**src/bqj_pkg.sv**
```systemverilog
package bqj_pkg;

    localparam int FRAC_BITS = 16;
    localparam int CW = 32;
    localparam int ZW = 18;
    localparam int EW = 40;
    localparam int DW = 48;
    localparam int NW = EW + FRAC_BITS;
    localparam int QD = 4;

    typedef struct packed {
        logic signed [CW-1:0] x0, x1, x2, x3, y0, y1, y2, y3;
        logic signed [ZW-1:0] z1, z2;
    } bqj_in_t;

    typedef struct packed {
        logic signed [EW-1:0] a, b, c, d;
        logic [DW-1:0] adet;
        logic dneg;
    } bqj_mid_t;

    typedef struct packed {
        logic signed [EW-1:0] a, b, c, d;
        logic [DW-1:0] adet;
        logic signed [EW-1:0] i0, i1, i2, i3;
        logic degen;
    } bqj_out_t;

    function automatic logic signed [EW-1:0] clamp40(input logic neg,
                                                     input logic [95:0] m);
        logic signed [EW-1:0] r;
        if (neg) begin
            if (m > 96'(64'd1 << (EW-1))) r = {1'b1, {(EW-1){1'b0}}};
            else r = EW'(-$signed({1'b0, m[EW-1:0]}));
        end else begin
            if (m > 96'((64'd1 << (EW-1)) - 1)) r = {1'b0, {(EW-1){1'b1}}};
            else r = EW'(m);
        end
        return r;
    endfunction

endpackage

```
**src/bqj_fifo.sv**
```systemverilog
module bqj_fifo (
    input  logic aclk,
    input  logic aresetn,
    input  logic wr_valid,
    output logic wr_ready,
    input  bqj_pkg::bqj_mid_t wr_data,
    output logic rd_valid,
    input  logic rd_ready,
    output bqj_pkg::bqj_mid_t rd_data
);
    import bqj_pkg::*;

    bqj_mid_t mem [QD];
    logic [1:0] wp_reg, rp_reg;
    logic [2:0] cnt_reg;
    logic wr, rd;
    assign wr_ready = cnt_reg != 3'(QD);
    assign rd_valid = cnt_reg != 3'd0;
    assign wr = wr_valid && wr_ready;
    assign rd = rd_valid && rd_ready;
    assign rd_data = mem[rp_reg];

    always_ff @(posedge aclk) begin
        if (!aresetn) begin
            wp_reg <= '0; rp_reg <= '0; cnt_reg <= '0;
        end else begin
            if (wr) wp_reg <= wp_reg + 2'd1;
            if (rd) rp_reg <= rp_reg + 2'd1;
            cnt_reg <= cnt_reg + 3'(wr) - 3'(rd);
        end
        if (wr) mem[wp_reg] <= wr_data;
    end

    a_no_overflow: assert property (@(posedge aclk) disable iff (!aresetn)
        cnt_reg <= 3'(QD)) else $error("queue overflow");
    a_empty_nord: assert property (@(posedge aclk) disable iff (!aresetn)
        cnt_reg == 3'd0 |-> !rd) else $error("read from empty queue");
    a_cnt_step: assert property (@(posedge aclk) disable iff (!aresetn)
        wr && !rd |=> cnt_reg == $past(cnt_reg) + 3'd1) else $error("count slip");
endmodule

```
**config.mk**
```make
export PLATFORM = sky130hd
export DESIGN_NAME = bqj_fifo
export DESIGN_NICKNAME = d
export VERILOG_FILES = /design/src/bqj_pkg.sv /design/src/bqj_fifo.sv
export SDC_FILE = /design/constraint.sdc
export NUM_CORES = 1
export LEC_CHECK = 0
export BUFFER_PORTS_ARGS = -buffer_cell sky130_fd_sc_hd__buf_4
export CAP_MARGIN = 20
export CORE_MARGIN = 2
export CORE_UTILIZATION = 61
export CTS_BUF_LIST = sky130_fd_sc_hd__clkbuf_8 sky130_fd_sc_hd__clkbuf_16
export DETAILED_ROUTE_END_ITERATION = 12
export GPL_TIMING_DRIVEN = 0
export PLACE_DENSITY = 0.9
export RECOVER_POWER = 50
export SYNTH_ARGS = -nofsm -noshare
export SYNTH_HDL_FRONTEND = slang
export SYNTH_SLANG_ARGS = --single-unit
```
**constraint.sdc**
```tcl
create_clock -name aclk -period 14.2 [get_ports aclk]
set_clock_uncertainty 0.1 [all_clocks]
set_input_delay 2.84 -clock aclk [delete_from_list [all_inputs] [get_ports aclk]]
set_output_delay 2.84 -clock aclk [all_outputs]
set_load 0.05 [all_outputs]
```
* After elaboration in Yosys (flattened, before gate mapping) *
Memory sizes are Yosys's and may differ from the RTL's. A register that Yosys moved wholly into a read port is not among the register bits.
Index checks and enable logic that the tools add are counted.

storage, ports and cells
  memories kept = 1
  flip-flop bits (word level) = 7
  bits in writable memories = 836

memories
  memory  words  bits a word  read ports  clocked after memory_dff  wr ports  line            source
  mem     4      209          1           1                         1         bqj_fifo.sv:13  bqj_mid_t mem [QD];

cells by class
  add/sub/neg operators = 4
  reductions and logical operators = 3
  equal/unequal tests = 1
  muxes and demuxes = 4

operators by type and width
  kind                                           count
  adder 2 x 1 -> 2 bit (second input constant)   2
  2-to-1 mux 2 bit                               2
  adder 3 x 1 -> 3 bit                           1
  inequality test 3 bit (second input constant)  1
  nonzero test 3 bit                             1
  subtractor 3 x 1 -> 3 bit                      1
  logical AND 1 bit                              2
  2-to-1 mux 1 bit                               2

* Longest topological paths before layout *
Gate-level depths: netlist (run 1).

  word-level depth = 4
  depth in mapped cells = 11

* Least setup slack after synthesis (run 1) *
OpenSTA, ideal clock, no wires.

  kind = in2reg
  from = input wr_valid
  to = memory mem[0][0] in the netlist's numbering, enable pin
  required time = 13505 ps
  setup slack = 5479 ps
  setup time = 595 ps
  data arrival time = 8025 ps
  stages = 2
  cells stage by stage = a21boi_1 and2_1

between the ends
  longest elaborated chain between the ends = 3

ends and longest elaborated chain
  element                                 line            source
  from (decl)                             bqj_fifo.sv:4   input logic wr_valid,
  logical AND 1 bit                       bqj_fifo.sv:19  assign wr = wr_valid && wr_ready;
  2-to-1 mux 1 bit                        bqj_fifo.sv:31  if (wr) mem[wp_reg] <= wr_data;
  2-to-1 mux 1 bit (implied by the code)  bqj_fifo.sv:31
  to (decl)                               bqj_fifo.sv:13

No other way between the ends.

* Final worst setup path (run 1) *
  from = input wr_valid
  to = memory mem[2][151] in the netlist's numbering, enable pin

Same word-level chain as after synthesis.

==> summary.txt, run 1 <==
Power
  • Internal: 0.005119 W
  • Reg power frac: 39.8%
  • Sw Pwr: 0.002675 W
  • Gate power share: 32.2%
  • Leakage: 11.99 nW
  • Clk pwr share: 28.0%
  • Power Dens Cells: 211.1 nW/um2
  • Peak supply drop: 202.6 uV
  • Switch share: 34.32%

Logic synthesis
  • Syn Area/Cell: 26.84 um2
  • Post-synth EDFFs: 836
  • Most frequent cells after synthesis: edfxtp_1, mux4_2, buf_2
  • Synth Flop Type: edfxtp_1
  • Cell taking the most area after synthesis: edfxtp_1
  • Area contributors post-synth: edfxtp_1, mux4_2, dfxtp_1
  • Synthesis warning total: 0
  • Mapped Area: 30570 um2
  • Sequential share of the synthesized area: 82.71%
  • Top cell type's share of synthesized area: 82.12%
  • Yosys reg bits: 845
  • Async set-reset flop share out of synthesis: 0%
  • Synthesized instance count: 1139
  • Post-Syn Nets: 1359
  • Count leader, synth: edfxtp_1
  • Unique masters post-synth: 21

Setup path
  • CP most frequent cell: buf_16
  • CP Cell Sequence: clkbuf_4 > a21boi_0 > and2_0 > buf_16 > buf_16
  • CP endpoint kind: register
  • WS Path Type: in2reg
  • Slowest stage delay, CP: 3.01 ns
  • CP max-delay cell: and2_0
  • Critical Path Start Type: primary input
  • Data arrival time of the worst path: 7.41 ns
  • CP required: 14.36 ns
  • Crit-path max FO: 58

Clock network
  • TritonCTS clock tree: built
  • Inserted Clock Buffers: 82
  • Post-CTS resize count: 0
  • CTS Sinks: 845
  • Clk slew on worst S/H paths: 0.06 ns
  • CTS Hold Buffers Added: 0
  • Worst-Skew Late Latency: 0.60 ns
  • CTS H-Tree Depth: 3
  • Clock tree buffer depth: 3
  • Postcts setup bufs: 0
  • Root buf cell: clkbuf_16

Final layout
  • Max reg flops: 836
  • Total Nets Final: 1879
  • Area Overhead vs Synth: 20.77%
  • Layout cells sized above 1: 34.43%

Floorplan
  • Core Box Area: 49860 um2
  • Die Y: 227.9 um
  • Die width: 227.9 um
  • Top Ports: 424
  • DIE AREA: 51920 um2
  • Row count: 82
  • Initial Util: 61.31%

Outcome
  • Failing checks: max-capacitance violations, max-slew violations
  • Status: complete, but fails checks

Place
  • PortBufs: 422
  • Dpl hpwl: 44.77 mm
  • GP Congestion: 0.7701

Global routing
  • Initial antenna violation count: 13
  • First-pass GRT wire length: 109.5 mm
  • Grt total ovfl: 0
  • Vias in the first global route: 15945
  • GRT Total Usage: 29.53%
  • Largest net degree at the start of global routing: 60

Detailed routing
  • Avg WL per Cell: 31.20 um
  • Routed WL: 75.14 mm
  • Antenna Nets Post-Route: 0
  • First-pass DRT Iterations: 5
  • DRC: 0
  • Vias: 14995
  • DRT iter0 DRCs: 1624
  • Via density: 6.227

Timing
  • Final TNS setup: 0 ns
  • RSZ-0062 raised after global routing: no
  • Hold Fails Final Rpt: 0
  • WHS: 0.4323 ns
  • Worst-Margin Slew: 4.069 ns
  • Fin. max-slew vios: 164
  • Max_slew headroom: -171.3%
  • Final setup viols: 0
  • Period minus WS final: 7.249 ns
  • Max Fclk: 138.0 MHz
  • Final period utilization: 51.05%

Job
  • Maxcap violations: 4

Min path
  • Hold Crit Class: reg2reg
[power by group through the flow]
| stage | combinational [W] | sequential [W] | clock, W |
|---|---|---|---|
| after CTS | 0.00255 | 0.00310 | 0.00221 |
| after detailed placement | 0.00250 | 0.00314 | 0 |
| final | 0.00251 | 0.00311 | 0.00218 |
| after global placement | 0.00241 | 0.00322 | 0 |
| after floorplan | 0.00172 | 0.00316 | 0 |
| after global routing | 0.00259 | 0.00312 | 0.00230 |
[worst max-delay path: cells and delay by family]
family,cells,cell delay (ns)
AND/OR/NAND/NOR,1,3.01
buffers and inverters,3,0.71
AO/OA/AOI/OAI,1,0.75
[worst paths after layout]
kind,start,to,slack (ns),cells after the start
setup reg to reg,cnt_reg[1]$_SDFF_PN0_,mem[2][151]$_DFFE_PP_,8.70,5
hold reg to reg,wp_reg[1]$_SDFFE_PN0P_,wp_reg[1]$_SDFFE_PN0P_,0.43,2
setup / recovery,wr_valid,mem[2][151]$_DFFE_PP_,6.95,5
hold / removal,wp_reg[1]$_SDFFE_PN0P_,wp_reg[1]$_SDFFE_PN0P_,0.43,2
[metal layers]
layer | wire (um) | part of all wire (%) | up-vias | track usage (%)
met1 | 24610 | 33 | 7849 | 34.70
met3 | 8035 | 11 | 160 | 9.988
met4 | 2540 | 3.4 | 12 | 10.76
met5 | 82 | 0.11 | - | 0
met2 | 39870 | 53 | 953 | 51.04
li1 | - | - | 6021 | -
[cells by family (layout without fill, tap and decap cells)]
kind of cell | Yosys count | in the layout | share of synthesized area [%]
xor+xnor | 4 | 4 | 0.1146
compound gates | 3 | 3 | 0.08188
buf+inv | 52 | 638 | 1.019
mux | 211 | 211 | 15.46
flops | 845 | 845 | 82.71
simple gates | 17 | 17 | 0.2988
fa+ha+maj | 7 | 7 | 0.3111
other cells | 0 | 11 | 0
[area by class of cell]
type	instances	area (um2)
Antenna cell	11	27.53
Buffer	47	292.8
Tap cell	672	840.8
Clock buffer	84	2102
Inverter	5	18.77
Fill cell	2692	12940
Clock inverter	66	609.3
Sequential cell	845	25280
Multi-Input combinational cell	242	4974
Timing Repair Buffer	436	2769
[through the flow]
step	worst slack, ns	instances	util (%)	power, W	area (um2)
finish	6.951	2408	74.04	0.007794	36920
global route	6.675	2401	74.00	0.008004	36900
CTS	8.446	2397	75.58	0.007857	37680
detailed placement	8.735	2247	70.14	0.005636	34970
global placement	1.800	2233	69.35	0.005627	34580
floorplan	5.479	1139	-	0.004884	30570
[cell usage in the layout (no fill, tap or decap), drive strengths merged]
cell and count:
and2 7, o31a 1, bufinv 10, o311ai 1, a21boi 1, clkinv 33
nor2b 3, fa 1, nand2 5, dfxtp 9, nor2 1, xnor2 4
mux4 209, edfxtp 836, or3 1, ha 6, mux2i 2, diode 11
clkbuf 297, inv 25, clkinvlp 3, buf 270
No activity file was read; power rests on OpenSTA's default activity.
==> run 2, diff against run 1 <==
CORE_UTILIZATION = 57   (was 61)
PLACE_DENSITY = 0.85   (was 0.9)
clock period = 6.95 ns   (was 14.2 ns; I/O delays follow)
==> summary.txt, run 2 (synthesized netlist as in run 1, its figures left out) <==
Detailed routing
  • First-pass DRT Iterations: 5
  • DRT iter0 DRCs: 1261
  • DRC: 0
  • Avg WL per Cell: 26.73 um
  • Vias: 14187
  • Routed WL: 64.68 mm
  • Antenna Nets Post-Route: 0
  • Via density: 5.862

Place
  • Cells after DPL: 2265
  • Dpl hpwl: 40.24 mm
  • PortBufs: 422
  • Pre-CTS setup slack: 3.108 ns
  • Post-DP Area: 35020 um2
  • GP Congestion: 0.7447

Floorplan
  • Initial Util: 57.94%
  • Die Y: 235.6 um
  • Core Box Area: 52760 um2
  • DIE AREA: 55500 um2
  • Die width: 235.6 um
  • Top Ports: 424
  • Row count: 84

Global routing
  • Largest net degree at the start of global routing: 60
  • GRT Total Usage: 23.60%
  • First-pass GRT wire length: 95.98 mm
  • Grt total ovfl: 0
  • Initial antenna violation count: 8
  • Vias in the first global route: 15059

Power
  • Leakage: 11.87 nW
  • Power Dens Cells: 419.6 nW/um2
  • Peak supply drop: 373.7 uV

Clock network
  • CTS Hold Buffers Added: 0
  • CTS H-Tree Depth: 3
  • Worst-Skew Late Latency: 0.61 ns
  • CTS Sinks: 845
  • Postcts setup bufs: 0
  • TritonCTS clock tree: built
  • Inserted Clock Buffers: 82
  • Post-CTS resize count: 0
  • Clock tree buffer depth: 3
  • Clk slew on worst S/H paths: 0.06 ns
  • Root buf cell: clkbuf_16

Final layout
  • Fillers: 3184
  • Area Overhead vs Synth: 20.06%
  • Post-Layout Cell Count: 2420
  • Final Util: 69.56%
  • Layout cells sized above 1: 33.86%
  • Final Cell Area: 36700 um2
  • Commonest non-fill, non-tap cell in the layout: edfxtp_1
  • Max reg flops: 836
  • Total Nets Final: 1881
  • Most frequent cells in the layout: edfxtp_1, buf_4, clkbuf_1, mux4_2, clkbuf_16

Timing
  • Worst-Margin Slew: 2.539 ns
  • Hold Fails Final Rpt: 0
  • Max_slew headroom: -69.38%
  • RSZ-0062 raised after global routing: no
  • Period minus WS final: 4.812 ns
  • Final setup viols: 0
  • Worst setup margin: 2.138 ns
  • Max Fclk: 207.8 MHz
  • WHS: 0.4053 ns
  • Final period utilization: 69.24%
  • Fin. max-slew vios: 110

Setup path
  • Data arrival time of the worst path: 4.98 ns
  • CP required: 7.12 ns
  • R2R depth: 5
  • Critical Path Start Type: primary input
  • CP Cell Sequence: clkbuf_4 > a21boi_0 > and2_0 > buf_12 > buf_16
  • Slowest stage delay, CP: 1.96 ns
  • Crit-path max FO: 57
  • CP max-delay cell: and2_0
  • CP endpoint kind: register
  • WS Path Type: in2reg

Job
  • Maxcap violations: 4

Min path
  • Hold path depth: 2
  • Hold Crit Class: reg2reg

Outcome
  • Failing checks: max-capacitance violations, max-slew violations
  • Status: complete, but fails checks
==> run 2: cell types whose count changed in the layout (fill, tap and decap cells not counted) <==
cell        delta
clkinv_4       -2
clkinvlp_4     +2
buf_16         -2
clkinv_2       -1
diode_2        -4
buf_12         +4
clkbuf_16      -1
clkbuf_4       -1
clkbuf_1       +1
inv_6          +1
clkinv_8       -3
clkinv_1       +9
bufinv_16      -7
==> run 2: critical path, delay by kind of cell <==
| family | cells | cell delay, ns |
|---|---|---|
| AO/OA/AOI/OAI | 1 | 0.79 |
| buffers and inverters | 3 | 0.73 |
| AND/OR/NAND/NOR | 1 | 1.96 |
==> run 2: layout make-up <==
class	instances	area, um2	share of cell area, %
flip-flops and latches	845	25280	68.89
repair buffers	438	2790	7.603
well taps	688	860.8	2.346
clock inverters	65	385.4	1.050
clock buffers	83	2077	5.659
plain buffers	47	292.8	0.7978
multi-input cells	242	4974	13.55
diodes	7	17.52	0.04773
inverters	5	18.77	0.05114
==> run 2: worst paths after layout <==
path	startpoint	endpoint	slack (ns)
worst max register to register	cnt_reg[1]$_SDFF_PN0_	mem[0][169]$_DFFE_PP_	2.45
worst min-delay path	wp_reg[1]$_SDFFE_PN0P_	wp_reg[1]$_SDFFE_PN0P_	0.41
worst min register to register	wp_reg[1]$_SDFFE_PN0P_	wp_reg[1]$_SDFFE_PN0P_	0.41
worst max-delay path	wr_valid	mem[0][169]$_DFFE_PP_	2.14
==> run 2: where the power goes <==
group	switching (W)	internal, W
Sequential	0.000131	0.00617
Combinational	0.00332	0.00169
Clock	0.00181	0.00228
Total	0.00526	0.0101
==> run 2: layer usage <==
metal	vias to the layer above	GRT usage, %	part of all wire [%]
met5	-	0	0.10
met4	10	6.582	2.0
met3	98	8.290	11
met2	618	39.61	51
met1	7432	29.49	36
li1	6029	-	-
==> run 2: through the flow <==
step / TNS [ns] / total power (W)
detailed placement: 0 / 0.01146
finish: 0 / 0.01540
floorplan: 0 / 0.009914
global placement: -135.81 / 0.01140
global route: 0 / 0.01590
CTS: 0 / 0.01559
==> run 3, diff against run 2 <==
clock period = 5 ns   (was 6.95 ns; I/O delays follow)
==> summary.txt, run 3 (synthesized netlist as in run 1, its figures left out) <==
Global routing
  • First-pass GRT wire length: 95.98 mm
  • Initial antenna violation count: 8
  • Grt total ovfl: 0
  • GRT Total Usage: 23.60%
  • Largest net degree at the start of global routing: 60
  • Vias in the first global route: 15059

Final layout
  • Layout cells sized above 1: 34.09%
  • Fillers: 3180
  • Final Util: 69.57%
  • Commonest non-fill, non-tap cell in the layout: edfxtp_1
  • Max reg flops: 836
  • Total Nets Final: 1881
  • Most frequent cells in the layout: edfxtp_1, buf_4, clkbuf_1, mux4_2, clkbuf_16
  • Storage element area: 25280 um2
  • Area Overhead vs Synth: 20.08%
  • Area occupied by multi-input gates: 4981 um2

Detailed routing
  • Routed WL: 64.80 mm
  • Vias: 14176
  • Via density: 5.863
  • DRC: 0
  • First-pass DRT Iterations: 5
  • Avg WL per Cell: 26.80 um
  • DRT iter0 DRCs: 1197
  • Antenna Nets Post-Route: 0

Setup path
  • CP required: 5.17 ns
  • Crit path buffers/inverters: 2
  • CP endpoint kind: register
  • WS Path Type: reg2reg
  • Crit-path max FO: 57
  • Top Family by Delay on Critical Path: simple AND/OR/NAND/NOR gates
  • CP max-delay cell: and2_1
  • CP Cell Sequence: nor2_1 > a21boi_0 > and2_1 > buf_12 > buf_16
  • Data arrival time of the worst path: 4.22 ns
  • Critical Path Start Type: register
  • Slowest stage delay, CP: 1.44 ns

Outcome
  • Failing checks: max-capacitance violations, max-slew violations
  • Status: complete, but fails checks

Clock network
  • Post-CTS resize count: 0
  • CTS Sinks: 845
  • Worst-Skew Late Latency: 0.61 ns
  • Root buf cell: clkbuf_16
  • Clk slew on worst S/H paths: 0.06 ns
  • CTS Hold Buffers Added: 0
  • Inserted Clock Buffers: 82
  • TritonCTS clock tree: built
  • CTS H-Tree Depth: 3
  • Postcts setup bufs: 0
  • Clock tree buffer depth: 3

Timing
  • Hold Fails Final Rpt: 0
  • WHS: 0.4043 ns
  • Worst-Margin Slew: 1.777 ns
  • Final period utilization: 80.97%
  • Period minus WS final: 4.049 ns
  • Fin. max-slew vios: 31
  • Max Fclk: 247.0 MHz
  • Max_slew headroom: -18.44%
  • RSZ-0062 raised after global routing: no
  • Final setup viols: 0

Place
  • PortBufs: 422
  • GP Congestion: 0.7447
  • Dpl hpwl: 40.24 mm

Floorplan
  • Initial Util: 57.94%
  • DIE AREA: 55500 um2
  • Top Ports: 424
  • Die Y: 235.6 um
  • Core Box Area: 52760 um2
  • Row count: 84
  • Die width: 235.6 um

Min path
  • Hold Crit Class: reg2reg

Power
  • Peak supply drop: 520.7 uV
  • Power Dens Cells: 583.1 nW/um2
  • Leakage: 11.89 nW

Job
  • Maxcap violations: 1
-- run 3: changes by cell type in the layout (fill, tap and decap cells not counted), moves of 2 or more --
| cell | previous run | this run |
|---|---|---|
| diode_2 | 7 | 5 |
| buf_4 | 212 | 214 |
| and2_4 | 0 | 3 |
| and2_0 | 6 | 2 |
-- run 3: path summary, 6_finish.rpt --
| path | from | to | slack (ns) | cells past startpoint |
|---|---|---|---|---|
| setup / recovery | cnt_reg[1]$_SDFF_PN0_ | mem[0][169]$_DFFE_PP_ | 0.95 | 5 |
| hold / removal | wp_reg[1]$_SDFFE_PN0P_ | wp_reg[1]$_SDFFE_PN0P_ | 0.40 | 2 |
| setup reg to reg | cnt_reg[1]$_SDFF_PN0_ | mem[0][169]$_DFFE_PP_ | 0.95 | 5 |
| hold reg to reg | wp_reg[1]$_SDFFE_PN0P_ | wp_reg[1]$_SDFFE_PN0P_ | 0.40 | 2 |
-- run 3: worst reg2reg max path, stage by stage (launching register included) --
cell,delay [ns]
dfxtp_1,0.47
nor2_1,0.11
a21boi_0,0.84
and2_1,1.44
buf_12,0.35
buf_16,0.31
-- run 3: final cells by class --
cell class                 instances  area share, %
antenna                            5        0.03409
buffer                            47         0.7976
clock buffer                      83          5.658
clock inverter                    65          1.050
inverter                           5        0.05113
multi-input combinational        242          13.57
sequential                       845          68.88
tap                              688          2.345
timing repair buffer             438          7.612
-- run 3: stage by stage --
| step | total power [W] | area, um2 | setup slack (ns) | std cells | setup TNS [ns] |
|---|---|---|---|---|---|
| floorplan | 0.01378 | 30570 | 0.4371 | 1139 | 0 |
| global placement | 0.01585 | 34600 | -1.752 | 2249 | -1439.97 |
| detailed placement | 0.01594 | 35020 | 1.548 | 2265 | 0 |
| CTS | 0.02166 | 37480 | 1.147 | 2413 | 0 |
| global route | 0.02210 | 36700 | 0.6516 | 2414 | 0 |
| finish | 0.02140 | 36710 | 0.9513 | 2418 | 0 |
-- run 3: power breakdown --
| part | internal (W) | switching, W |
|---|---|---|
| clock network | 0.00317 | 0.00252 |
| registers | 0.00857 | 0.000181 |
| logic | 0.00235 | 0.00461 |
-- run 3: metal layers --
layer	global-route usage [%]	part of all wire, %
met2	39.61	51
met1	29.49	36
met5	0	0.099
met4	6.582	2.1
met3	8.290	11
